File: src/hw/rtl/idla_pkg.sv
`timescale 1ns / 1ps
package idla_pkg;

   localparam int FIELD_FEATURES = 4;
   localparam int CSR_IDX_W = 3;

   localparam logic [CSR_IDX_W-1:0] CSR_MODEL_FAMILY = 3'd0;
   localparam logic [CSR_IDX_W-1:0] CSR_INTERCEPT    = 3'd1;
   localparam logic [CSR_IDX_W-1:0] CSR_SLOPE_V      = 3'd2;
   localparam logic [CSR_IDX_W-1:0] CSR_COEF_0       = 3'd3;
   localparam logic [CSR_IDX_W-1:0] CSR_COEF_1       = 3'd4;
   localparam logic [CSR_IDX_W-1:0] CSR_COEF_2       = 3'd5;
   localparam logic [CSR_IDX_W-1:0] CSR_COEF_3       = 3'd6;

   typedef struct packed {
      logic signed [15:0] feature_0;
      logic signed [15:0] feature_1;
      logic signed [15:0] feature_2;
      logic signed [15:0] feature_3;
      logic signed [15:0] v_first;
      logic signed [15:0] v_second;
      logic signed [15:0] target;
      logic               is_last;
   } req_type;

   typedef struct packed {
      logic [31:0] mean_loss;
      logic [16:0] sample_count;
   } rsp_type;

   typedef struct packed {
      logic               model_family;
      logic signed [15:0] intercept;
      logic signed [15:0] slope_v;
   } cfg_type;

   typedef struct packed {
      logic        valid;
      logic        is_last;
      logic [31:0] sq;
   } dist_type;

   function automatic logic [63:0] exp_n(input int n);
      logic [63:0] e;
      e = 64'd1 << 32;
      for (int i = 0; i < n; i++)
         e = (e * 64'd4034748382 + (64'd1 << 31)) >> 32;
      return e;
   endfunction

endpackage

File: src/hw/rtl/idla_mean.sv
`timescale 1ns / 1ps
module idla_mean (
   input  logic               family,
   input  logic signed [35:0] lp,
   output logic signed [15:0] mean
);
   logic [7:0]  k;
   logic [35:0] shifted;
   logic [12:0] sig_tab [256];

   for (genvar g = 0; g < 256; g++) begin : g_tab
      localparam logic [63:0] E = idla_pkg::exp_n((g >= 128) ? g - 128 : 128 - g);
      localparam logic [63:0] DEN = (64'd1 << 32) + E;
      localparam logic [63:0] NUM = (g >= 128) ? (64'd1 << 44) : (E * 64'd4096);
      localparam logic [12:0] ENTRY = 13'((NUM + DEN / 2) / DEN);
      assign sig_tab[g] = ENTRY;
   end

   always_comb begin
      shifted = 36'(lp + 36'sd134217728);
      k = shifted[27:20];
      if (family) begin
         if (lp < -36'sd134217728) begin
            mean = 16'sd0;
         end else if (lp >= 36'sd134217728) begin
            mean = 16'sd4096;
         end else begin
            mean = {3'd0, sig_tab[k]};
         end
      end else begin
         if (lp < -36'sd134217728) begin
            mean = -16'sd32768;
         end else if (lp >= 36'sd134217728) begin
            mean = 16'sd32767;
         end else begin
            mean = lp[27:12];
         end
      end
   end
endmodule

File: config.mk
export PLATFORM = sky130hd
export DESIGN_NAME = idla_mean
export DESIGN_NICKNAME = d
export VERILOG_FILES = /design/src/hw/rtl/idla_pkg.sv /design/src/hw/rtl/idla_mean.sv
export SDC_FILE = /design/constraint.sdc
export NUM_CORES = 1
export LEC_CHECK = 0
export ABC_CLOCK_PERIOD_IN_PS = 3800
export BUFFER_PORTS_ARGS = -buffer_cell sky130_fd_sc_hd__buf_2
export CORE_UTILIZATION = 38
export DETAILED_ROUTE_END_ITERATION = 10
export SLEW_MARGIN = 25
export SYNTH_ARGS = -nofsm -noshare
export SYNTH_HDL_FRONTEND = slang
export SYNTH_SLANG_ARGS = --single-unit
File: constraint.sdc
create_clock -name vclk -period 3.8
set_clock_uncertainty 0.1 [all_clocks]
set_input_delay 0.19 -clock vclk [all_inputs]
set_output_delay 0.19 -clock vclk [all_outputs]
set_load 0.01 [all_outputs]
# After elaboration in Yosys (flattened, before gate mapping)

Memory sizes are Yosys's and may differ from the RTL's.
Cells that the tools add are included.

Bits in registers: 0
Logic and storage cells: 13
Output and inout port bits: 16
Memories: 1
Input bits: 37
Bits in read-only memories: 3328

Memory list:

| name            | words | bits a word | rd ports | clocked after Yosys merged registers in | write ports | RTL line        | source |
|---|---|---|---|---|---|---|---|
| (no name shown) | 256   | 13          | 1        | 0                                       | 0           | idla_mean.sv:28 | `mean = {3'd0, sig_tab[k]};` |

$add $sub $neg: 1
Order comparisons: 3
Bitwise gates (word level): 1
Muxes and demuxes: 7

Operators with widths:

| operator                                               | number |
|---|---|
| two-way mux 13 bit                                     | 4 |
| two-way mux 16 bit                                     | 3 |
| >= comparator 36 x 29 -> 1 bit (second input constant) | 1 |
| < comparator 36 x 28 -> 1 bit (second input constant)  | 1 |
| adder 28 bit (second input constant)                   | 1 |
| >= comparator 9 bit (second input constant)            | 1 |
| NOT 8 -> 9 bit                                         | 1 |

# Depth between registers and ports, before layout

Word-level depth: 8
Gate-level depth with buffers: 12
Depth with buffers taken out: 8

# Worst setup path after synthesis

OpenSTA, ideal clock, no wires.

Kind: input to output
Start point: in lp[21]
End point: out mean[5]
Stages on the path: 11
Path buffers: 3
Required time: 3.510 ns
Arrival: 2.739 ns
Slack: 0.771 ns
Cell sequence: clkbuf_1 -> clkbuf_1 -> inv_1 -> ha_1 -> clkbuf_1 -> nor2b_1 -> or2_1 -> mux4_2 -> a211o_1 -> o211ai_1 -> o311a_1

Longest elaborated chain between the ends: 8
Elaborated cells between the ends (all ways): 12
Classes of those cells: add/sub (1); order compare (2); mux (7); bitwise (1); memory (1)

RTL lines:

| element                                               | RTL line        | source |
|---|---|---|
| from (decl)                                           | idla_mean.sv:4  | `input logic signed [35:0] lp,` |
| adder 28 bit                                          | idla_mean.sv:20 | `shifted = 36'(lp + 36'sd134217728);` |
| NOT 8 -> 9 bit (implied by the code)                  | idla_mean.sv:28 |  |
| memory read (256 x 13 bit)                            | --              |  |
| two-way mux 13 bit (implied by the code) (2 in a row) | idla_mean.sv:28 |  |
| two-way mux 13 bit                                    | idla_mean.sv:25 | `end else if (lp >= 36'sd134217728) begin` |
| two-way mux 13 bit                                    | idla_mean.sv:23 | `if (lp < -36'sd134217728) begin` |
| two-way mux 16 bit (*)                                | idla_mean.sv:22 | `if (family) begin` |
| to (decl)                                             | idla_mean.sv:5  | `output logic signed [15:0] mean` |

Every way passes the cells marked *; elsewhere a longest branch is shown, timed or not. The select of a mux whose other input is x is not followed.

# Worst setup path after layout

Start point: in lp[21]
End point: out mean[1]

The elaborated chain is that of the path after synthesis.

==> results_dict.tcl <==
set metrics [dict create \
    synth.area.top_cells "o21ai_0 8.0%, a21oi_1 7.5%, nor2_1 6.1%, ha_1 5.3%, nand2_1 5.1%" \
    critPathKind "in -> out" \
    power_density_nw_per_um2 133.2 \
    synth_largest_area_cell "o21ai_0" \
    antenna_found_initial 1 \
    fin_util 0.4294 \
    rsz0062_at_grt "false" \
    min_path_type "in -> out" \
    first_global_vias 3585 \
    fill_cells 818 \
    hold_violations 0 \
    p_leak_uw 0.001166 \
    netlist_area_um2 2816 \
    min_period_over_period 0.8545 \
    setup_viol 0 \
    gr-usage-all-layers 0.3322 \
    stdcell_area_um2 3098 \
    vias 4096 \
    multiInputGateArea_um2 2519 \
    synthesis.nets 516 \
    worst_setup_path_end_kind "output port" \
    die_y_um 88.09 \
    layout-drive-gt1-share 0.1551 \
    dr.pass1.iters 5 \
    drt_iter0_drc 642 \
    initial_core_util 0.3904 \
    fin_setup_tns_ns 0 \
    tightest_slew_ns 0.9645 \
    netlist_instances 467 \
    status "finished clean" \
    grt-ovfl-total 0 \
    whs_ns 0.6245 \
    die_w_um 88.09 \
    flops_and_latches 0 \
    core_um2 7214 \
    hpwl_mm 9.397 \
    synth_area_per_cell_um2 6.031 \
    irDropWorstVdd_mv 0.05431 \
    nets 528 \
    postCtsResizedCells 0 \
    synthToLayoutAreaGrowth_pct 9.996 \
    drc 0 \
    required_ns 3.51 \
    antenna_cells 0 \
    postPlaceCellArea_um2 3098 \
    cp_max_fo 13 \
    dieArea_um2 7760 \
    grt_pass1_wl_mm 19.80 \
    synth_seq_area_share 0 \
    floorplan.rows 31 \
    arrival_ns 2.96 \
    drv_cap 0 \
    min_period_ns 3.247 \
    dp_slack_ns 0.7939 \
    maxSlewViolCount 0 \
    ant_nets 0 \
    portBuffers 41 \
    ioPinCount 53 \
    ys_types 66 \
    max_freq_mhz 308.0 \
    start_kind "input pin" \
    grt_max_degree 42 \
    maxSlewHeadroom 0.3404 \
    vias_per_cell 7.111 \
    yosysTopAreaCellShare 0.07996 \
    ctsHoldBuffers 0 \
    seqCellArea_um2 0 \
    wl_per_cell_um 22.39 \
    post_cts_buffers 0 \
    nClkBuffers 0 \
    wl_mm 12.90 \
    yosys_warnings 0 \
    gp_congestion 1.008 \
    setup_slack_ns 0.5531 \
]
-- cell families (layout without fill, tap and decap cells) --
family          after synthesis  count (layout)  synth area share
mux                           8               8           0.03732
compound gates              207             207            0.4976
fa+ha+maj                    12              12           0.05331
simple gates                170             170            0.2968
buf+inv                      67              77            0.1057
xor+xnor                      3               3          0.009331
-- placed cells by master (no fill, tap or decap), types with 9 or more instances in the layout --
cell,n
a211oi_1,12
a21oi_1,42
a31oi_1,10
and2_1,9
buf_2,41
buf_4,22
ha_1,12
inv_1,9
nand2_1,38
nand2b_1,9
nand3_1,10
nor2_1,46
nor2b_1,14
nor3_1,14
o21ai_0,45
o31ai_1,11
-- cells in the mapped netlist, drive strengths merged, types with 6 or more instances --
master and instances:
nor2b 14, mux2i 6, nand3 10, clkbuf 35, a211oi 12, nand2 38
nor2 47, nand2b 9, inv 9, o211ai 8, a21oi 42, a2111oi 6
buf 20, ha 12, a31oi 10, nor3 14, and2 9, o311ai 9
o21ai 45, o31ai 11, o22ai 7, or2 6
-- through the flow --
step | power (uW) | instances
after floorplan | 268.9 | 467
after global placement | 394.6 | 576
after detailed placement | 393.6 | 576
after CTS | 395.4 | 576
after global routing | 439.4 | 576
final | 412.5 | 576
-- routing by layer --
| layer | vias to the layer above | global-route usage | wire, um |
|---|---|---|---|
| met4 | 2 | 0.1818 | 729 |
| li1 | 1806 | - | - |
| met5 | - | 0 | 17 |
| met3 | 64 | 0.05184 | 1852 |
| met2 | 368 | 0.4891 | 5301 |
| met1 | 1856 | 0.4602 | 4996 |
-- critical path: stages --
cell and delay, ns:
buf_2 0.25, buf_4 0.27, ha_1 0.43, buf_4 0.23
nor2_1 0.10, a2111oi_0 0.88, nor4_1 0.13, o211ai_1 0.19
a32oi_1 0.13, buf_2 0.16
-- worst paths after layout --
path | start | endpoint | slack, ns | depth (start not counted)
max | lp[21] | mean[1] | 0.55 | 10
min | lp[17] | mean[5] | 0.62 | 3
-- power by group --
group | internal [uW] | switching (uW)
sequential | 0 | 0
combinational | 146 | 267
clock | 0 | 0
total | 146 | 267
-- cell type report --
| class | instances | area share |
|---|---|---|
| multi-input combinational | 400 | 0.8130 |
| inverter | 12 | 0.01454 |
| timing repair buffer | 65 | 0.1325 |
| tap | 99 | 0.03998 |
(Power assumes the default switching activity.)
