**config.mk**
```make
export PLATFORM = sky130hd
export DESIGN_NAME = idla_lane
export DESIGN_NICKNAME = d
export VERILOG_FILES = /design/src/hw/rtl/idla_lane.sv
export SDC_FILE = /design/constraint.sdc
export NUM_CORES = 1
export LEC_CHECK = 0
export ABC_AREA = 0
export BUFFER_PORTS_ARGS = -buffer_cell sky130_fd_sc_hd__buf_2
export CAP_MARGIN = 20
export CORE_ASPECT_RATIO = 1.1
export CORE_UTILIZATION = 60
export DETAILED_ROUTE_END_ITERATION = 6
export PLACE_DENSITY = 0.85
export SETUP_SLACK_MARGIN = 0.02
export SYNTH_ARGS = -nofsm -noshare
export SYNTH_HDL_FRONTEND = slang
export SYNTH_SLANG_ARGS = --single-unit
```
**constraint.sdc**
```tcl
create_clock -name clock -period 7.4 [get_ports clock]
set_clock_uncertainty 0.2 [all_clocks]
set_input_delay 1.11 -clock clock [delete_from_list [all_inputs] [get_ports clock]]
set_output_delay 1.11 -clock clock [all_outputs]
set_load 0.005 [all_outputs]
```
**src/hw/rtl/idla_lane.sv**
```systemverilog
`timescale 1ns / 1ps
module idla_lane (
   input  logic                clock,
   input  logic                en,
   input  logic signed [15:0]  a,
   input  logic signed [15:0]  b,
   output logic signed [31:0]  prod
);
   logic signed [31:0] prod_ff;
   always_ff @(posedge clock) begin
      if (en) begin
         prod_ff <= a * b;
      end
   end
   assign prod = prod_ff;
endmodule

```
Word level (Yosys, flattened, before mapping)
Cells that the tools add are included.

Flip-flop bits (word level): 32. Input bits: 34. Output and inout bits: 32. Logic and storage cells: 2.

$mul: 1.

Operators with widths (number): $mul A16 B16 Y32 (1).

Depth between registers and ports, before layout
Gate-level depths: netlist of the first run.

Word-level depth: 1. Gate-level depth with buffers: 23. Depth with buffers taken out: 21.

Worst setup path after synthesis of the first run
Ideal clock, no wire load.

Kind: input-to-reg. Start point: in a[15]. End point: reg prod_ff[29] (netlist: prod[29]), data pin. Library setup time: 0.259 ns. Data arrival time: 6.483 ns. Required time: 6.941 ns. Slack: 0.458 ns. Stages on the path: 20. Buffers on the path: 1. Path through: clkbuf_1 -> nand2_1 -> inv_1 -> fa_1 -> fa_1 -> fa_1 -> fa_1 -> fa_1 -> inv_1 -> fa_1 -> inv_1 -> ha_1 -> a21oi_1 -> nor2_1 -> o21a_1 -> or4_1 -> o2111ai_1 -> nand2b_1 -> a21oi_1 -> xnor2_1.

Longest elaborated chain between the ends: 1.

Ends and longest elaborated chain: start, declared (RTL line 5) `input logic signed [15:0] a,`; $mul A16 B16 Y32 (RTL line 12) `prod_ff <= a * b;`; end signal, assigned (RTL line 12); end, declared (RTL line 9) `logic signed [31:0] prod_ff;`.

Every way passes these cells. A chain may end at the register's enable or synchronous reset.

Worst setup path after layout of the first run
Start point: in b[1]. End point: reg prod_ff[31] (netlist: prod[31]), data pin.

Longest elaborated chain between the ends: 1.

Ends and longest elaborated chain: start, declared (RTL line 6) `input logic signed [15:0] b,`; $mul A16 B16 Y32 (RTL line 12).

Every way passes these cells.

==> results summary, run 1 <==
The capture endpoint of the worst hold path is prod[0]$_DFFE_PP_. For this run, the register share of the synthesized area comes to under 10%. The most used flip-flop cell after synthesis is sky130_fd_sc_hd__edfxtp_1. The setup path with the least slack is of type input pin to flop. From left edge to right edge, the die measures 130 um. The cell count after synthesis is around 1,100. The number of warnings issued by yosys came out at 0.

The number of antenna-violating nets in the routed design is 0. The net count of the finished layout is 1,548. The synthesized netlist devotes 57.6% of its cell area to adder and majority cells.

The post-CTS setup-driven buffer insertion count is 0. The xor/xnor share of the synthesized area came out at under 10%. The total CTS buffers came out at 5. The count of TritonRoute iterations in the first routing pass came out at 5. The residual DRC count is 0. Global routing used between 20 and 30% of the available tracks. The layout-stage area growth over the synthesis result came out at 6.07%. The area of the placeable core is 17,700 sq um. The data required time of the critical path is around 7.2 ns.

STA classifies the critical path endpoint as a flop. The number of register bits inferred by synthesis came out at 32. For the worst setup path, the data arrival time is a little under 7 ns.

The sequential cells in the finished layout cover a total of 961 sq um. The maximum clock frequency came out at 142 MHz. The simple-gate area share of the yosys netlist came out at between 10% and 20%. The max-capacitance violation count is 0. The number of flip-flops in the largest register is 32. The standard-cell row count came out at 51. The worst hold path begins at b[0].

During placement, the flow inserted port buffers numbering 65. For the final routed database, the setup TNS stands at 0 ns. The total of endpoints with negative setup slack in the final report came out at 0. The actual transition at the worst max-transition pin came out at about 0.7 ns. Setup repair after global routing left no endpoint under its margin. Entering global routing, the biggest net connects 33 pins. The maximum fanout along the worst path is 16. The share of final-layout standard cells stronger than drive strength 1 is under 10%. Synthesis produced a netlist with a net count of 1,505.

The violation count after the first detailed-route iteration is about 430. The number of filler instances in the final layout is around 1,400. The count of distinct cell types in the synthesized netlist is between 40 and 50.

STA classifies the critical path startpoint as an input pin. The share of the clock period used by the worst path is 95.2%. The average routed wire per standard cell is 16.9 um. The max-slew violation total from the final report came out at 0.

The I/O pin total came out at 66. The minimum hold slack is about 1.2 ns. The post-synthesis area per instance is slightly below 10 sq um. Clock-pin slew was measured on the worst setup and hold paths at 0.05 ns.

The number of antenna cells inserted is 0. For this run, asynchronously set or reset flops after synthesis account for 0%. The clock passes through at most 2 buffers. In this run the clock root is driven by a sky130_fd_sc_hd__clkbuf_16. The main combinational cell family by area after synthesis is adder cells. After routing the design area is 11,500 sq um. The wire length after detailed routing is between 20,000 and 25,000 um. Post-CTS repair changed the size of 0 cells.

The number of antenna violations at the first check in global routing is 0. TritonCTS built the clock tree. The first-pass GRT wire length is about 39,000 um. Summed over all nets, the half-perimeter wirelength after detailed placement is slightly above 20,000 um. The total placed instance area came out at about 11,000 sq um. The flow ran to the end, and the final reports show no timing, DRC or antenna violations. The number of hold buffers added after CTS was 0. Summed over all layers, the global routing overflow is 0. The multiplexer fraction of the synthesized cell area came out at 0%. The final RePlAce weighted congestion came out at a little under 0.9. The vias per cell came out at ~5.5.

The path category of the worst min-delay check is input pin to flop. The number of enable flip-flop cells after synthesis is 32. The cell area that synthesis handed to floorplanning was ~11,000 sq um. The compound-cell area share of the yosys netlist came out at approximately 4.9%. The via total after detailed routing is about 7,800.

The worst path needs ~7.0 ns of the cycle, external delays included. The worst hold path was traced through 2 stages. The area of the multi-input gates came out at a little under 9000 sq um.

The number of global-route vias before repair came out at between 8,000 and 9,000. CTS saw 32 sinks. The starting density of the core is between 60% and 70%. The relative slew slack is between 50% and 60%.

The maximum level of the CTS H-tree came out at 2. The area of the die came out at around 19,000 sq um. The number of hold-slack violations in the final timing report is 0. The y dimension of the die is ~140 um.
[layout by cell type, fill, tap and decap left out, types with 3 or more instances in the layout]
master and n:
sky130_fd_sc_hd__a21o_1 6, sky130_fd_sc_hd__a21oi_1 26, sky130_fd_sc_hd__and2_1 123, sky130_fd_sc_hd__buf_2 65, sky130_fd_sc_hd__buf_4 7, sky130_fd_sc_hd__clkbuf_16 5
sky130_fd_sc_hd__edfxtp_1 32, sky130_fd_sc_hd__fa_1 262, sky130_fd_sc_hd__ha_1 82, sky130_fd_sc_hd__inv_1 292, sky130_fd_sc_hd__nand2_1 132, sky130_fd_sc_hd__nand2b_1 4
sky130_fd_sc_hd__nand3_1 8, sky130_fd_sc_hd__nor2_1 25, sky130_fd_sc_hd__nor3_1 4, sky130_fd_sc_hd__o211ai_1 6, sky130_fd_sc_hd__o21a_1 4, sky130_fd_sc_hd__o21ai_0 12
sky130_fd_sc_hd__o21bai_1 4, sky130_fd_sc_hd__o31ai_1 3, sky130_fd_sc_hd__xnor2_1 31, sky130_fd_sc_hd__xor2_1 4
[logic make-up (layout without fill, tap and decap cells)]
family / Yosys count / after routing
DFF: 32 / 32
and+or+nand+nor: 311 / 311
adders and majority gates: 344 / 344
buffers and inverters: 328 / 371
AOI/OAI and AO/OA: 77 / 77
xor gates and xnor gates: 35 / 35
[layer usage]
metal  vias to the layer above  GRT usage, %  share of wire (%)
li1                       3400             -                  -
met1                      3894          30.1                 34
met2                       343          50.5                 54
met3                       119          2.96                5.4
met4                         0          17.7                7.6
met5                         -             0                  0
[Yosys cell counts (6+ instances only)]
library cell                 n  area share, %
sky130_fd_sc_hd__a21o_1      6           0.41
sky130_fd_sc_hd__a21oi_1    26            1.2
sky130_fd_sc_hd__and2_1    123            7.1
sky130_fd_sc_hd__clkbuf_1   31            1.1
sky130_fd_sc_hd__edfxtp_1   32            8.8
sky130_fd_sc_hd__fa_1      262             48
sky130_fd_sc_hd__ha_1       82            9.4
sky130_fd_sc_hd__inv_1     292             10
sky130_fd_sc_hd__nand2_1   132            4.6
sky130_fd_sc_hd__nand3_1     8           0.37
sky130_fd_sc_hd__nor2_1     25           0.86
sky130_fd_sc_hd__o211ai_1    6           0.41
sky130_fd_sc_hd__o21ai_0    12           0.55
sky130_fd_sc_hd__xnor2_1    31            2.5
[worst max-delay path, stage by stage]
cell,delay [ns]
sky130_fd_sc_hd__buf_2,0.29
sky130_fd_sc_hd__nand2_1,0.15
sky130_fd_sc_hd__inv_1,0.14
sky130_fd_sc_hd__fa_1,0.56
sky130_fd_sc_hd__fa_1,0.69
sky130_fd_sc_hd__buf_4,0.19
sky130_fd_sc_hd__fa_1,0.45
sky130_fd_sc_hd__fa_1,0.62
sky130_fd_sc_hd__fa_1,0.47
sky130_fd_sc_hd__fa_1,0.45
sky130_fd_sc_hd__ha_1,0.38
sky130_fd_sc_hd__and2_2,0.21
sky130_fd_sc_hd__nand3_1,0.08
sky130_fd_sc_hd__o31ai_1,0.47
sky130_fd_sc_hd__o2111ai_1,0.23
sky130_fd_sc_hd__o21ai_0,0.26
sky130_fd_sc_hd__xnor2_1,0.11
[stage by stage]
stage          cells  worst slack, ns  utilization [%]
6_report        1408            0.352             65.0
5_1_grt         1408           0.0850             65.0
4_1_cts         1408            0.424             65.0
3_5_place_dp    1401            0.141             64.3
3_3_place_gp    1401            0.262             64.3
2_1_floorplan   1127            0.458                -
[worst max-delay path by stage]
stage	cells past startpoint	start	endpoint
after global routing	22	b[7]	prod[29]$_DFFE_PP_
final	17	b[1]	prod[31]$_DFFE_PP_
after floorplan	20	a[15]	prod[29]$_DFFE_PP_
after global placement	19	b[1]	prod[28]$_DFFE_PP_
after CTS	19	b[1]	prod[28]$_DFFE_PP_
after detailed placement	19	b[1]	prod[28]$_DFFE_PP_
[final cells by class]
class | instances | share of cell area [%]
Timing Repair Buffer | 72 | 3.27
Sequential cell | 32 | 8.33
Inverter | 292 | 9.50
Clock inverter | 1 | 0.0434
Tap cell | 238 | 2.58
Clock buffer | 6 | 1.12
Multi-Input combinational cell | 767 | 75.2
Power of run 1 is left out: the tool's default activity adds up to more than one toggle a clock period on the data nets, which glitch-free logic cannot reach.
==> inputs of run 2 (changes only) <==
PLACE_DENSITY = 0.79   (was 0.85)
SETUP_SLACK_MARGIN = unset   (was 0.02)
SKIP_LAST_GASP = 1   (was unset)
==> run 2 against run 1 <==
Net effect: sequential cell count unchanged; final area increased by 0.32%; maximum frequency up 0.52%; die area unchanged; worst setup slack better by 0.036 ns; core utilization rose by 0.21 points; sequential share of layout area about the same; non-clock buffer count is 5 higher; critical path depth increased by 2; cell count increased by 0.36%; critical path type unchanged.
==> results summary, run 2 (synthesis gave the netlist of run 1 again) <==
The met3 wire length is 810 um (was 1280 um). The starting density of the core came out at 61.3% (unchanged). The post-CTS setup-driven buffer insertion count is 0 (unchanged). The cell type of the slowest stage on the worst timing path is sky130_fd_sc_hd__fa_1 (unchanged). Critical Path, Cell by Cell: buf_2, nand2_1, inv_1, fa_1, fa_1, fa_1, fa_1, fa_1, inv_1, fa_1, inv_1, ha_1, and3_1, and2_2, nand3_1, o31ai_1, o2111ai_1, o21ai_0, xnor2_1 (was buf_2, nand2_1, inv_1, fa_1, fa_1, buf_4, fa_1, fa_1, fa_1, fa_1, ha_1, and2_2, nand3_1, o31ai_1, o2111ai_1, o21ai_0, xnor2_1).

The share of the clock period used by the worst path is 94.8% (was 95.2%). The number of antenna-violating nets in the routed design came out at 0 (unchanged). The commonest non-fill, non-tap cell in the layout is sky130_fd_sc_hd__inv_1 (unchanged). The max-capacitance violation count came out at 0 (unchanged).

The total negative slack for setup checks came out at 0 ns (unchanged). The share of final-layout standard cells stronger than drive strength 1 was 7.91% (was 7.52%). The residual DRC count is 0 (unchanged).

The die extent in x is 130 um (unchanged). The standard-cell row count came out at 51 (unchanged). The critical path's most frequent cell is sky130_fd_sc_hd__fa_1 (unchanged).

The number of cells on the worst hold path is 2 (unchanged). The highest routed metal layer is met4 (unchanged). The minimum clock period after layout came out at 7.01 ns (was 7.05 ns). The max-slew violation total from the final report was 0 (unchanged). The relative slew slack was 52.4% (was 53.2%). The actual transition at the worst max-transition pin is 0.713 ns (was 0.702 ns). The pin count of the biggest net entering global routing is 33 (unchanged). The number of gates given a new drive strength after cts is 0 (unchanged).

The endpoint type of the worst setup path is a flop (unchanged). The area of the die is 18,700 sq um (unchanged). The clock tree buffer depth is 2 (unchanged).

The quantity of hold-fixing buffers added after cts came out at 0 (unchanged). The wire length the detailed router placed on met1 came out at 8480 um (was 7970 um). The layout-stage area growth over the synthesis result came out at 6.42% (was 6.07%). The path category of the worst min-delay check was input pin to flop (unchanged). The y dimension of the die came out at 143 um (unchanged).

The number of clock sinks came to 32 (unchanged). The worst hold path startpoint is b[0] (unchanged). The number of flip-flops in the largest register is 32 (unchanged). The buffer type at the clock tree root was sky130_fd_sc_hd__clkbuf_16 (unchanged).

The critical path launch point type was an input pin (unchanged). The detailed placement HPWL is 19,900 um (was 20,200 um). The total global routing track utilization is 27.8% (was 27.6%). The met2 wire length came out at 12,800 um (was 12,700 um).

The data arrival time of the critical path is 6.83 ns (was 6.87 ns). The wire length after detailed routing is 23,200 um (was 23,800 um). The overflow left after global routing is 0 (unchanged). The number of antenna violations at the first check in global routing came out at 0 (unchanged). The number of I/O port buffers is 65 (unchanged). The maximum fanout along the worst path was 16 (unchanged). The clock-pin transition on the worst setup and hold timing paths came out at 0.05 ns (about the same). The total CTS buffers is 5 (unchanged).

The TritonCTS clock tree is yes (unchanged). The number of hold-slack violations in the final timing report is 0 (unchanged). The count of TritonRoute iterations in the first routing pass was 5 (unchanged). The maximum level of the CTS H-tree came out at 2 (unchanged). The via total after detailed routing is 7,635 (was 7,756). The final RePlAce weighted congestion is 0.884 (was 0.874). The delay of the slowest cell on the worst path came out at 0.68 ns (was 0.69 ns). Outcome: completed (unchanged). The first-pass GRT wire length is 39,100 um (was 38,900 um). The filler-free cell count of the finished design is 1,413 (was 1,408). The total of endpoints with negative setup slack in the final report is 0 (unchanged). Setup repair after global routing missed its margin: no (unchanged).

The maximum clock frequency came to 143 MHz (was 142 MHz). The I/O pin total is 66 (unchanged). The average routed wire per standard cell is 16.4 um (was 16.9 um).

The data required time of the critical path came out at 7.22 ns (about the same). The net count reported at finish came out at 1,553 (was 1,548). The kind of critical path was input pin to flop (unchanged).

The capture endpoint of the worst hold path is prod[0]$_DFFE_PP_ (unchanged). The family with the most delay on the worst path is adder cells (unchanged). The area of the placeable core was 17,700 sq um (unchanged). The number of antenna cells inserted came to 0 (unchanged).

The number of instances in the placed design is 1,406 (was 1,401). The vias per cell came out at 5.40 (was 5.51). The number of global-route vias before repair is 8,391 (was 8,595).

The critical path buffer and inverter count came out at 4 (was 3). Leading cell types in the layout, fill and taps excluded: sky130_fd_sc_hd__inv_1 (292), sky130_fd_sc_hd__fa_1 (262), sky130_fd_sc_hd__nand2_1 (132) (unchanged). The violation count after the first detailed-route iteration was 410 (was 432).
-- run 2: metal layers --
metal  GRT usage (%)  vias up
li1                -     3417
met1            32.3     3935
met2            51.0      209
met3            3.37       74
met4            12.3        0
met5               0        -
-- run 2: through the flow --
step | utilization [%] | setup slack (ns) | hold WS [ns] | cell area [sq um]
floorplan | - | 0.458 | 1.02 | 10900
global placement | 64.5 | 0.287 | 1.30 | 11400
detailed placement | 64.5 | 0.157 | 1.30 | 11400
CTS | 65.3 | 0.439 | 1.14 | 11600
global route | 65.3 | 0.127 | 1.17 | 11600
finish | 65.3 | 0.388 | 1.15 | 11600
-- run 2: final cells by class --
cell class / instances / area, sq um
fillers: 1439 / 6160
repair buffers: 77 / 415
clock buffers: 6 / 129
well taps: 238 / 298
flip-flops and latches: 32 / 961
multi-input cells: 767 / 8670
inverters: 292 / 1100
clock inverters: 1 / 5.00
-- run 2: worst max-delay path by stage --
stage	from	endpoint	slack (ns)	cells after the start
after floorplan	a[15]	prod[29]$_DFFE_PP_	0.46	20
after global placement	b[1]	prod[28]$_DFFE_PP_	0.29	19
after detailed placement	b[1]	prod[31]$_DFFE_PP_	0.16	19
after CTS	b[1]	prod[31]$_DFFE_PP_	0.44	19
after global routing	a[15]	prod[31]$_DFFE_PP_	0.13	19
final	a[15]	prod[31]$_DFFE_PP_	0.39	19
Power of run 2 is left out for the same reason.
