<file path="src/hw/rtl/idla_pkg.sv">
`timescale 1ns / 1ps
package idla_pkg;

   localparam int FIELD_FEATURES = 4;
   localparam int CSR_IDX_W = 3;

   localparam logic [CSR_IDX_W-1:0] CSR_MODEL_FAMILY = 3'd0;
   localparam logic [CSR_IDX_W-1:0] CSR_INTERCEPT    = 3'd1;
   localparam logic [CSR_IDX_W-1:0] CSR_SLOPE_V      = 3'd2;
   localparam logic [CSR_IDX_W-1:0] CSR_COEF_0       = 3'd3;
   localparam logic [CSR_IDX_W-1:0] CSR_COEF_1       = 3'd4;
   localparam logic [CSR_IDX_W-1:0] CSR_COEF_2       = 3'd5;
   localparam logic [CSR_IDX_W-1:0] CSR_COEF_3       = 3'd6;

   typedef struct packed {
      logic signed [15:0] feature_0;
      logic signed [15:0] feature_1;
      logic signed [15:0] feature_2;
      logic signed [15:0] feature_3;
      logic signed [15:0] v_first;
      logic signed [15:0] v_second;
      logic signed [15:0] target;
      logic               is_last;
   } req_type;

   typedef struct packed {
      logic [31:0] mean_loss;
      logic [16:0] sample_count;
   } rsp_type;

   typedef struct packed {
      logic               model_family;
      logic signed [15:0] intercept;
      logic signed [15:0] slope_v;
   } cfg_type;

   typedef struct packed {
      logic        valid;
      logic        is_last;
      logic [31:0] sq;
   } dist_type;

   function automatic logic [63:0] exp_n(input int n);
      logic [63:0] e;
      e = 64'd1 << 32;
      for (int i = 0; i < n; i++)
         e = (e * 64'd4034748382 + (64'd1 << 31)) >> 32;
      return e;
   endfunction

endpackage

</file>
<file path="src/hw/rtl/idla_accum.sv">
`timescale 1ns / 1ps
module idla_accum #(
   parameter int CNT_CAP = 65536
) (
   input  logic                clock,
   input  logic                reset,
   input  idla_pkg::dist_type  sqd,
   output logic                busy,
   output logic                done,
   output idla_pkg::rsp_type   result,
   input  logic                result_taken
);
   localparam logic [47:0] LOSS_MAX = 48'hFFFF_FFFF_FFFF;
   logic [47:0] sum_ff, sum_in;
   logic [16:0] cnt_ff, cnt_in;
   logic        div_ff, div_in;
   logic [5:0]  step_ff, step_in;
   logic [47:0] rem_ff, rem_in;
   logic [47:0] quo_ff, quo_in;
   logic [24:0] dvs_ff, dvs_in;
   logic        done_ff, done_in;
   logic [31:0] mean_ff, mean_in;
   logic [16:0] scnt_ff, scnt_in;
   logic [48:0] add;
   logic [16:0] cnt_next;
   logic [48:0] trial;

   always_comb begin
      sum_in = sum_ff;
      cnt_in = cnt_ff;
      div_in = div_ff;
      step_in = step_ff;
      rem_in = rem_ff;
      quo_in = quo_ff;
      dvs_in = dvs_ff;
      done_in = done_ff;
      mean_in = mean_ff;
      scnt_in = scnt_ff;
      add = {1'b0, sum_ff} + {17'd0, sqd.sq};
      cnt_next = (32'(cnt_ff) < CNT_CAP) ? cnt_ff + 17'd1 : cnt_ff;
      trial = {rem_ff, quo_ff[47]} - {24'd0, dvs_ff};
      if (done_ff && result_taken) begin
         done_in = 1'b0;
      end
      if (sqd.valid) begin
         sum_in = add[48] ? LOSS_MAX : add[47:0];
         cnt_in = cnt_next;
         if (sqd.is_last) begin
            div_in = 1'b1;
            step_in = 6'd0;
            rem_in = 48'd0;
            quo_in = add[48] ? LOSS_MAX : add[47:0];
            dvs_in = {cnt_next, 8'd0};
            sum_in = 48'd0;
            cnt_in = 17'd0;
         end
      end else if (div_ff && !(step_ff == 6'd47 && done_ff && !result_taken)) begin
         // last step waits here while the previous result is still held
         if (!trial[48]) begin
            rem_in = trial[47:0];
            quo_in = {quo_ff[46:0], 1'b1};
         end else begin
            rem_in = {rem_ff[46:0], quo_ff[47]};
            quo_in = {quo_ff[46:0], 1'b0};
         end
         step_in = step_ff + 6'd1;
         if (step_ff == 6'd47) begin
            div_in = 1'b0;
            done_in = 1'b1;
            mean_in = (quo_in[47:32] != 16'd0) ? 32'hFFFF_FFFF : quo_in[31:0];
            scnt_in = dvs_ff[24:8];
         end
      end
   end

   always_ff @(posedge clock) begin
      if (reset) begin
         sum_ff <= 48'd0;
         cnt_ff <= 17'd0;
         div_ff <= 1'b0;
         done_ff <= 1'b0;
      end else begin
         sum_ff <= sum_in;
         cnt_ff <= cnt_in;
         div_ff <= div_in;
         done_ff <= done_in;
      end
      step_ff <= step_in;
      rem_ff <= rem_in;
      quo_ff <= quo_in;
      dvs_ff <= dvs_in;
      mean_ff <= mean_in;
      scnt_ff <= scnt_in;
   end

   assign busy = div_ff;
   assign done = done_ff;
   assign result.mean_loss = mean_ff;
   assign result.sample_count = scnt_ff;
endmodule

</file>
<file path="config.mk">
export PLATFORM = sky130hd
export DESIGN_NAME = idla_accum
export DESIGN_NICKNAME = d
export VERILOG_FILES = /design/src/hw/rtl/idla_pkg.sv /design/src/hw/rtl/idla_accum.sv
export SDC_FILE = /design/constraint.sdc
export NUM_CORES = 1
export LEC_CHECK = 0
export BUFFER_PORTS_ARGS = -buffer_cell sky130_fd_sc_hd__buf_2
export CAP_MARGIN = 20
export CORE_MARGIN = 2
export CORE_UTILIZATION = 66
export DETAILED_ROUTE_END_ITERATION = 8
export PLACE_DENSITY = 0.86
export SLEW_MARGIN = 25
export SYNTH_ARGS = -nofsm -noshare
export SYNTH_HDL_FRONTEND = slang
export SYNTH_SLANG_ARGS = --single-unit
</file>
<file path="constraint.sdc">
create_clock -name clock -period 20.7 [get_ports clock]
set_input_delay 2.07 -clock clock [delete_from_list [all_inputs] [get_ports clock]]
set_output_delay 2.07 -clock clock [all_outputs]
set_load 0.02 [all_outputs]
</file>
Yosys cells after proc, flatten, opt, wreduce, memory -nomap -nowiden
Index checks and enable logic that the tools add are counted.
Storage, ports and cells
  logic and storage cells: 56
  input port bits: 37
  bits in registers: 235
Operators by class
  $add $sub $neg: 4
  muxes and demuxes: 25
  reduce and logical (&&, ||, !) cells: 13
  bitwise gates (word level): 1
  eq/ne operators: 2
  $lt $le $gt $ge: 1
Operators with widths (number)
  two-way mux 48 bit: 11
  adder 48 x 32 -> 49 bit: 1
  subtractor 49 x 25 -> 49 bit: 1
  two-way mux 17 bit: 2
  two-way mux 6 bit: 3
  adder 17 x 1 -> 17 bit (second input constant): 1
  less-than comparator 17 bit (second input constant): 1
  nonzero test 16 bit: 1
  two-way mux 1 bit: 9
  adder 6 x 1 -> 6 bit (second input constant): 1
  == test 6 bit (second input constant): 1
  AND reduction 3 bit: 2
  logical AND 1 bit: 4
  AND reduction 2 bit: 2
  nonzero test 2 bit: 2
  zero test 1 bit: 2
  != test 2 bit (second input constant): 1
  NOT 1 bit: 1

Depth between registers and ports, before layout
Gate-level depths: netlist (run 1).
  depth in word-level cells: 9
  mapped depth: 13
  mapped depth without buffers: 11

Least setup slack after synthesis (run 1)
No wires, ideal clock.
  path kind: input to register
  from: input port sqd[33] in the netlist's numbering
  to: register quo_ff[0], enable pin
  arrival time: 9.396 ns
  library setup time: 0.704 ns
  path buffers: 0
  data required time: 19.996 ns
  stages on the path: 3
  path slack: 10.600 ns
  path through: inv_1 -> nand2_1 -> o21ai_0
On the way
  cells in the longest elaborated chain, start to end: 2
  elaborated cells between the ends (all ways): 3
  classes of those cells: 1 x eq/ne; 2 x reduce/logical
Ends and longest elaborated chain
  start, declared: line idla_accum.sv:7  | input idla_pkg::dist_type sqd,
  != test 2 bit (no source line) or nonzero test 2 bit (tied branches)
  AND reduction 2 bit (no source line) *
  end signal, assigned: line idla_accum.sv:90  | quo_ff <= quo_in;
  end, declared: line idla_accum.sv:19  | logic [47:0] quo_ff, quo_in;
Every way passes the cells marked *; elsewhere a longest branch is shown, timed or not.
A chain may end at the register's enable or synchronous reset.

Worst setup path in the final report (run 1)
  from: input port sqd[0] in the netlist's numbering
  to: register quo_ff[39], data pin
On the way
  cells in the longest elaborated chain, start to end: 4
Ends and longest elaborated chain
  adder 48 x 32 -> 49 bit: line idla_accum.sv:39  | add = {1'b0, sum_ff} + {17'd0, sqd.sq};
  two-way mux 48 bit: line idla_accum.sv:52  | quo_in = add[48] ? LOSS_MAX : add[47:0];
  two-way mux 48 bit: line idla_accum.sv:48  | if (sqd.is_last) begin
  two-way mux 48 bit: line idla_accum.sv:45  | if (sqd.valid) begin
  via quo_in[39]: line idla_accum.sv:19
The timed path passes the listed nets, and every way through them passes these cells. The select of a mux whose other input is x is not followed.

==> results.md, run 1 <==
* EDFF count, synth at about 170
* Die area at between 20000 and 25000 sq um
* CTS resizes at 0
* Worst-margin pin slew at around 1 ns
* Largest net degree at the start of global routing at 100
* Critical path class: input port to register
* DRT iter0 DRCs at around 1000
* Worst hold margin at 0.452 ns
* Htree depth at 1
* HP Class: register to register
* DR pass1 iterations at 6
* Placed cells at between 1500 and 2000
* Vias at approximately 10000
* Unique masters post-synth at 72
* Cell chain of the critical path: buf_2, ha_1, fa_1, a211oi_1, o31ai_1, o311a_1, or2_2, o311ai_2, nand2_1, buf_4, a311oi_1, nor3_1
* Startpoint Class: input port
* Max VDD drop at ~0.048 mV
* Global-route wire length before repair at about 47000 microns
* Required time of the critical path at roughly 21 ns
* CP max stage cell: o311ai_2
* GRT Util Overall at between 20 and 30%
* Crit path buf inv count at 2
* Max Slew Vio Count at 0
* Layout cells sized above 1 at 14.9%
* Max cap viols at 0
* Setup tns final at 0 ns
* Syn_area_per_cell at roughly 10 sq um
* CTS Sinks at 235
* Sequential element share of the synthesized area at around 50%
* Crit. End Element: register
* CTS max path bufs at 3
* N_diodes at 0
* Cts hold-fix bufs at 0
* Final instance area at 14200 sq um
* RSZ-0062 raised after global routing: no
* Reg clk slew, reported paths at around 0.060 ns
* Post-Syn Nets at 1363
* Initial Util at between 60% and 70%
* PortBufs at 87
* CTS Buf Count at 24
* Status: completed
* Drt drc at 0
* Crit-path leading delay family: compound AO/OA/AOI/OAI gates
* Hold Vio Cnt, Final at 0
* R2r setup slk at 16.60 ns
* Leakage power at roughly 0.0051 uW
* Non-filler instance count after layout at 1612
* DP Wirelength at between 15000 and 20000 microns
* Vias per cell at roughly 6.3
* Chip height at ~140 microns
* CTS root buf: clkbuf_16
* Post-layout util at 75.3%
* Final ANT Viol Nets at 0
* Area growth, synth to finish at 11.5%
* Clk Latency, worst-skew pair at around 0.52 ns
* Max-slew headroom at between 30% and 40%
* Routed length per instance at ~18 microns
* Post-Synthesis Cells at 1273
* Detailed Route WL at 29300 microns
* CORE AREA at between 15000 and 20000 sq um
* TritonCTS clock tree: yes
* Post-synth top flop: edfxtp_1
* Critical path peak fanout at 38
* Vias in the first global route at between 9000 and 10000
* Die width at between 100 and 150 microns
* WP data arrival at between 5 and 6 ns
* Area after DPL at 13300 sq um
* Flops & latches, synth at about 240
* Max frequency at about 180 MHz
* Cell row count at 50
* Net total in the final layout at 1424
* Slowest stage delay, CP at approximately 0.50 ns
* Crit share post-route at between 20% and 30%
* Post-CTS Setup Inserts at 0
* Clk_skew at between 0.008 and 0.009 ns
* Synth async-reset ratio at 0%
* Antenna violations before repair at 0
* Final setup fails at 0
* Routability congestion estimate at ~0.91
* Mapped Area at approximately 13000 sq um
* Layout fillers at ~1300
* Tmin final at ~5.4 ns
* Ys Warns at 0
* Pwr dens at a little over 80 nW/um^2
* Grt ovf at 0
* I/O pins at roughly 90
## worst reg2reg max path, cell delays in order (launching register included)
cell and delay, ns:
dfxtp_1 0.32, ha_1 0.20, fa_1 0.42, a211oi_1 0.43
o31ai_1 0.24, o311a_1 0.37, or2_2 0.34, o311ai_2 0.50
nand2_1 0.20, buf_4 0.34, a311oi_1 0.39, nor3_1 0.09
## cells by family (layout without fill, tap and decap cells)
group	count (synthesis)	count (layout)	share of synthesized area (%)
compound gates	321	321	16.3
xor+xnor	76	76	5.23
fa+ha+maj	53	53	5.33
buf+inv	93	172	2.91
flops	235	235	50.2
mux	24	24	1.94
simple gates	471	471	18.1
## routing by layer
layer / part of all wire, % / vias up / global-route usage [%] / wire (microns)
li1: - / 4809 / - / -
met1: 43 / 4817 / 40.6 / 12700
met2: 47 / 457 / 46.7 / 13700
met3: 7.4 / 60 / 3.92 / 2170
met4: 2.4 / 0 / 8.18 / 694
met5: 0 / - / 0 / 0
## cells in the final DEF, fill, tap and decap left out, drive strengths merged, types with 7 or more instances in the layout
cell	n
o21bai	8
nor3	31
or3	13
nand2	63
mux2i	19
nand2b	19
inv	35
o22a	9
clkbuf	31
nand4	21
or4	11
o21a	18
nor2b	19
buf	95
clkinv	9
and3	7
xnor2	39
nand3	30
o211ai	8
or2	38
o31ai	16
dfxtp	67
ha	51
xor2	37
a21oi	97
o21ai	82
edfxtp	168
nor2	189
a22oi	13
and2	8
a211oi	13
o221a	9
nor4	15
## cells in the mapped netlist, drive strengths merged (16+ instances only)
| cell | count | share of area, % |
|---|---|---|
| nor3 | 31 | 1.2 |
| dfxtp | 67 | 11 |
| ha | 51 | 5.0 |
| a21oi | 97 | 3.8 |
| nand3 | 30 | 1.2 |
| clkbuf | 52 | 1.5 |
| or2 | 38 | 1.9 |
| edfxtp | 168 | 40 |
| mux2i | 19 | 1.5 |
| o21ai | 82 | 3.2 |
| nor2b | 19 | 0.93 |
| nand4 | 21 | 1.1 |
| nor2 | 189 | 5.6 |
| nand2 | 63 | 1.9 |
| o21a | 18 | 1.1 |
| nand2b | 19 | 0.93 |
| inv | 33 | 0.97 |
| xor2 | 37 | 2.5 |
| o31ai | 16 | 0.94 |
| xnor2 | 39 | 2.7 |
## where the power goes
group	internal [uW]	switching (uW)	total (uW)
logic	63.5	107	170
registers	532	17.2	549
clock network	269	184	453
## per-stage QoR
| step | setup slack, ns | power [uW] |
|---|---|---|
| 2_1_floorplan | 10.60 | 684 |
| 3_3_place_gp | 14.93 | 718 |
| 3_5_place_dp | 14.79 | 724 |
| 4_1_cts | 15.33 | 1170 |
| 5_1_grt | 15.06 | 1210 |
| 6_report | 15.27 | 1170 |
## cell type report
type                            instances  area [sq um]  area share, %
Sequential cell                       235          6390           45.0
Multi-Input combinational cell        945          6000           42.3
Clock buffer                           31           711           5.01
Timing Repair Buffer                   95           505           3.56
Tap cell                              260           325           2.29
Clock inverter                         13           130          0.918
Inverter                               33           124          0.874
## final timing paths
check,from,endpoint,cells after the start
min reg2reg,dvs_ff[14],scnt_ff[6],0
max,sqd[0],quo_ff[39],12
max reg2reg,sum_ff[0],quo_ff[39],11
min,dvs_ff[14],scnt_ff[6],0
## registers in the layout (all words and copies together), names as in the netlist
signal / flops
quo_ff: 48
rem_ff: 48
sum_ff: 48
mean_ff: 32
cnt_ff: 17
dvs_ff: 17
scnt_ff: 17
step_ff: 6
busy: 1
done: 1
Power figures use the tool's default switching activity.
==> run 2, diff against run 1 <==
Settings changed: CORE_UTILIZATION 66 to 55, PLACE_DENSITY 0.86 to 0.77.
Clock period 20.7 ns to 4.9 ns, I/O delays scaled along.
==> results.md, run 2 (synthesized netlist as in run 1, its figures left out) <==
* Status: completed
* DR pass1 iterations at 6 (unchanged)
* Layout cells sized above 1 at 15.0% (+0.17 points)
* Grt ovf at 0 (unchanged)
* Routed length per instance at 17.6 microns (-3.4%)
* Area after DPL at 13400 sq um (+0.69%)
* CTS resizes at 0 (unchanged)
* Clk Latency, worst-skew pair at 0.52 ns (about the same)
* Cell row count at 55 (+10%)
* Non-filler instance count after layout at 1642 (+1.9%)
* HP Class: input port to register
* RSZ-0062 raised after global routing: no
* PortBufs at 87 (unchanged)
* Max Slew Vio Count at 0 (unchanged)
* Vias per cell at 6.00 (-4.7%)
* Final instance area at 14300 sq um (+0.81%)
* Most common cell after layout, fill and taps aside: nor2_1
* I/O pins at 88 (unchanged)
* Placed cells at 1596 (+1.9%)
* Global-route wire length before repair at 46700 microns (-0.97%)
* N_diodes at 0 (unchanged)
* Crit. End Element: register
* DRT iter0 DRCs at 761 (-22%)
* Reg clk slew, reported paths at 0.06 ns (about the same)
* Drt drc at 0 (unchanged)
* Critical path peak fanout at 31 (-18%)
* Post-layout util at 63.1% (-12 points)
* Vias at 9850 (-2.9%)
* Cts hold-fix bufs at 0 (unchanged)
* Htree depth at 1 (unchanged)
* TritonCTS clock tree: yes
* Hold Vio Cnt, Final at 0 (unchanged)
* Initial Util at 56.2% (-11 points)
* Largest net degree at the start of global routing at 108 (+8.0%)
* WP data arrival at 4.11 ns (-1.58 ns)
* Max frequency at around 260 MHz
* Final ANT Viol Nets at 0 (unchanged)
* CTS root buf: clkbuf_16
* Most frequent cells in the layout: nor2_1, edfxtp_1, a21oi_1
* Tmin final at ~3.8 ns
* Area growth, synth to finish at 12.4%
* Chip height at 156 microns (+9.3%)
* Detailed Route WL at 28800 microns (-1.6%)
* Final setup fails at 0 (unchanged)
* CTS Sinks at 235 (unchanged)
* Max cap viols at 0 (unchanged)
* Leakage power at 0.00511 uW (+0.77%)
* Critical path class: register to register
* Pwr dens at 350 nW/um^2 (+320%)
* Clk_skew at 0.0173 ns (+0.00852 ns)
* Required time of the critical path at 5.16 ns (-15.80 ns)
* Crit share post-route at between 70% and 80%
* Net total in the final layout at 1429 (+0.35%)
* GRT Util Overall at 23.6% (-5.1 points)
* Biggest regs: quo_ff: 48 flops, rem_ff: 48 flops, sum_ff: 48 flops
* Die width at 156 microns (+9.3%)
* Startpoint Class: register
* CTS Buf Count at 25 (+4.2%)
* CTS max path bufs at 3 (unchanged)
* Max-slew headroom at 42.8% (+10 points)
* CORE AREA at 22600 sq um (+20%)
* Routability congestion estimate at 0.922 (+0.90%)
* Worst-margin pin slew at 0.856 ns (-0.157 ns)
* DP Wirelength at 19700 microns (-0.30%)
* Setup tns final at 0 ns (unchanged)
* Antenna violations before repair at 0 (unchanged)
* Post-CTS Setup Inserts at 0 (unchanged)
* Die area at 24400 sq um (+19%)
* Vias in the first global route at 9374 (-1.3%)
* Max VDD drop at 0.227 mV (+370%)
-- run 2: worst paths after layout --
| path | from | to | slack (ns) | depth (start not counted) |
|---|---|---|---|---|
| hold reg to reg | dvs_ff[19] | scnt_ff[11] | 0.47 | 0 |
| setup reg to reg | sum_ff[0] | quo_ff[16] | 1.05 | 12 |
| setup / recovery | sum_ff[0] | quo_ff[16] | 1.05 | 12 |
| hold / removal | result_taken | done | 0.30 | 3 |
-- run 2: area by class of cell --
| cell class | count | area [sq um] |
|---|---|---|
| Clock inverter | 10 | 125 |
| Clock buffer | 35 | 736 |
| Sequential cell | 235 | 6390 |
| Timing Repair Buffer | 99 | 577 |
| Inverter | 33 | 124 |
| Fill cell | 1870 | 8350 |
| Tap cell | 285 | 357 |
| Multi-Input combinational cell | 945 | 5990 |
-- run 2: worst max-delay path, cell delays in order (launching register included) --
cell and delay [ns]:
dfxtp_1 0.32, ha_1 0.21, fa_1 0.41, a211oi_1 0.37, o31ai_1 0.22, o311a_1 0.38
or2_2 0.35, o311ai_2 0.27, buf_4 0.19, nand2_1 0.30, buf_12 0.32, nor2_1 0.17
nor2_1 0.07
-- run 2: power breakdown --
part	leakage, uW	internal (uW)	switching (uW)
registers	0.00204	2250	72.0
clock network	0.000430	1200	761
logic	0.00265	273	442
-- run 2: stage by stage --
stage	total power, uW	hold slack (ns)	setup WS (ns)
after floorplan	2880	0.426	0.791
after global placement	3050	0.451	0.910
after detailed placement	3070	0.453	0.826
after CTS	5030	0.281	1.09
after global routing	5190	0.312	0.826
final	5000	0.299	1.05
-- run 2: layer usage --
layer / routed length (microns) / global-route usage [%]
met3: 1710 / 2.94
met2: 13500 / 39.3
met4: 417 / 5.77
met1: 13200 / 32.9
met5: 0 / 0
==> run 3, diff against run 2 <==
Clock period 4.9 ns to 3.15 ns, I/O delays scaled along.
==> results.md, run 3 (synthesized netlist as in run 1, its figures left out) <==
* Status: finished with violations
* Failing checks: negative setup slack
* CTS Sinks at 235 (unchanged)
* Global-route wire length before repair at 51100 microns (+9.3%)
* Htree depth at 1 (unchanged)
* Max-slew headroom at 42.4% (-0.43 points)
* DR pass1 iterations at 6 (unchanged)
* I/O pins at 88 (unchanged)
* Non-filler instance count after layout at 1761 (+7.2%)
* Routed length per instance at 18.3 microns (+4.1%)
* Final setup fails at 34 (+34)
* Area growth, synth to finish at 23.9%
* CTS max path bufs at 3 (unchanged)
* Detailed Route WL at 32200 microns (+12%)
* Clk Latency, worst-skew pair at 0.52 ns (about the same)
* Most common cell after layout, fill and taps aside: nor2_1
* Critical path peak fanout at 6 (-81%)
* Crit share post-route at 103% (+24 points)
* Vias at 10500 (+6.8%)
* Crit. End Element: register
* WP data arrival at 3.62 ns (-0.49 ns)
* Startpoint Class: register
* Worst-margin pin slew at 0.856 ns (+0.000303 ns)
* Area after DPL at 14100 sq um (+5.2%)
* Max cap viols at 0 (unchanged)
* Final ANT Viol Nets at 0 (unchanged)
* Die area at 24400 sq um (unchanged)
* GRT Util Overall at 25.9% (+2.4 points)
* CORE AREA at 22600 sq um (unchanged)
* DRT iter0 DRCs at 988 (+30%)
* Leakage power at 0.00580 uW (+13%)
* Most frequent cells in the layout: nor2_1, edfxtp_1, buf_4
* Max frequency at 308 MHz (+19%)
* Die width at 156 microns (unchanged)
* Cell row count at 55 (unchanged)
* Antenna violations before repair at 0 (unchanged)
* Final instance area at 15800 sq um (+10%)
* Drt drc at 0 (unchanged)
* Vias per cell at 5.97 (-0.41%)
* Post-layout util at 69.6% (+6.5 points)
* CTS Buf Count at 24 (-4.0%)
* Tmin final at 3.24 ns (-0.603 ns)
* Largest net degree at the start of global routing at 97 (-10%)
* PortBufs at 87 (unchanged)
* Initial Util at 56.2% (unchanged)
* Pwr dens at 496 nW/um^2 (+42%)
* TritonCTS clock tree: yes
* HP Class: input port to register
* Net total in the final layout at 1548 (+8.3%)
* RSZ-0062 raised after global routing: yes
* CTS root buf: clkbuf_16
* N_diodes at 0 (unchanged)
* Biggest regs: quo_ff: 48 flops, rem_ff: 48 flops, sum_ff: 48 flops
* Hold Vio Cnt, Final at 0 (unchanged)
* Placed cells at 1683 (+5.5%)
* Critical path class: register to register
* Vias in the first global route at 10000 (+6.7%)
* Layout fillers at 1585 (-15%)
* DP Wirelength at 20800 microns (+5.2%)
* Layout cells sized above 1 at 26.2% (+11 points)
* Max Slew Vio Count at 0 (unchanged)
* Setup WS post-layout at -0.0925 ns (-1.15 ns)
* Clk_skew at 0.0135 ns (-0.00380 ns)
* Routability congestion estimate at 0.918 (-0.51%)
* Required time of the critical path at 3.52 ns (-1.64 ns)
* Grt ovf at 0 (unchanged)
* Chip height at 156 microns (unchanged)
* Reg clk slew, reported paths at 0.06 ns (about the same)
* Post-layout power at 7820 uW (+56%)
* Max VDD drop at 0.360 mV (+59%)
run 3: area by class of cell:
type	instances	area, sq um	share of cell area, %
clock inverter	6	43.8	0.278
inverter	33	124	0.786
tap	285	357	2.26
timing repair buffer	219	1700	10.8
clock buffer	38	724	4.60
sequential	235	6390	40.5
multi-input combinational	945	6420	40.7
run 3: power breakdown:
group	internal, uW	leakage (uW)	switching [uW]
Clock	1580	0.000374	1180
Combinational	620	0.00339	819
Sequential	3500	0.00204	118
run 3: per-layer routing:
layer  global-route usage [%]  vias up  routed length [microns]
met5                        0        -                        0
met4                     7.60        0                      539
met3                     3.53       45                     1990
met2                     42.9      397                    15700
met1                     35.9     5014                    14000
li1                         -     5065                        -
run 3: what timing repair did:
item | 4_1_cts | 5_1_grt
gates cloned | 5 | 3
setup endpoints to repair | 75 | 116
setup buffers | 20 | 9
pin swaps | 32 | 26
gates resized for setup | 57 | 57
hold buffers | 0 | 0
run 3: worst max-delay path: stages (launching register included):
cell and delay, ns:
edfxtp_1 0.40, or4_4 0.54, or3_4 0.38, or3_4 0.35, o21a_1 0.22, a31oi_4 0.20
buf_6 0.13, nand3_4 0.10, buf_6 0.15, or4_4 0.48, a21oi_2 0.14
run 3: worst paths after layout:
| path | startpoint | endpoint | slack (ns) | cells after the start |
|---|---|---|---|---|
| hold reg to reg | dvs_ff[17] | scnt_ff[9] | 0.47 | 0 |
| hold / removal | result_taken | done | 0.14 | 3 |
| setup / recovery | rem_ff[39] | rem_ff[43] | -0.09 | 10 |
| setup reg to reg | rem_ff[39] | rem_ff[43] | -0.09 | 10 |
run 3: metrics by stage:
stage                     hold slack, ns  worst slack [ns]  setup TNS [ns]
after global routing               0.139            -0.178           -5.57
after global placement             0.452            -0.128           -5.00
after detailed placement           0.455            -0.202           -8.97
after CTS                          0.131           -0.0635          -0.314
final                              0.138           -0.0925           -1.49
after floorplan                    0.426          -0.00770        -0.00770
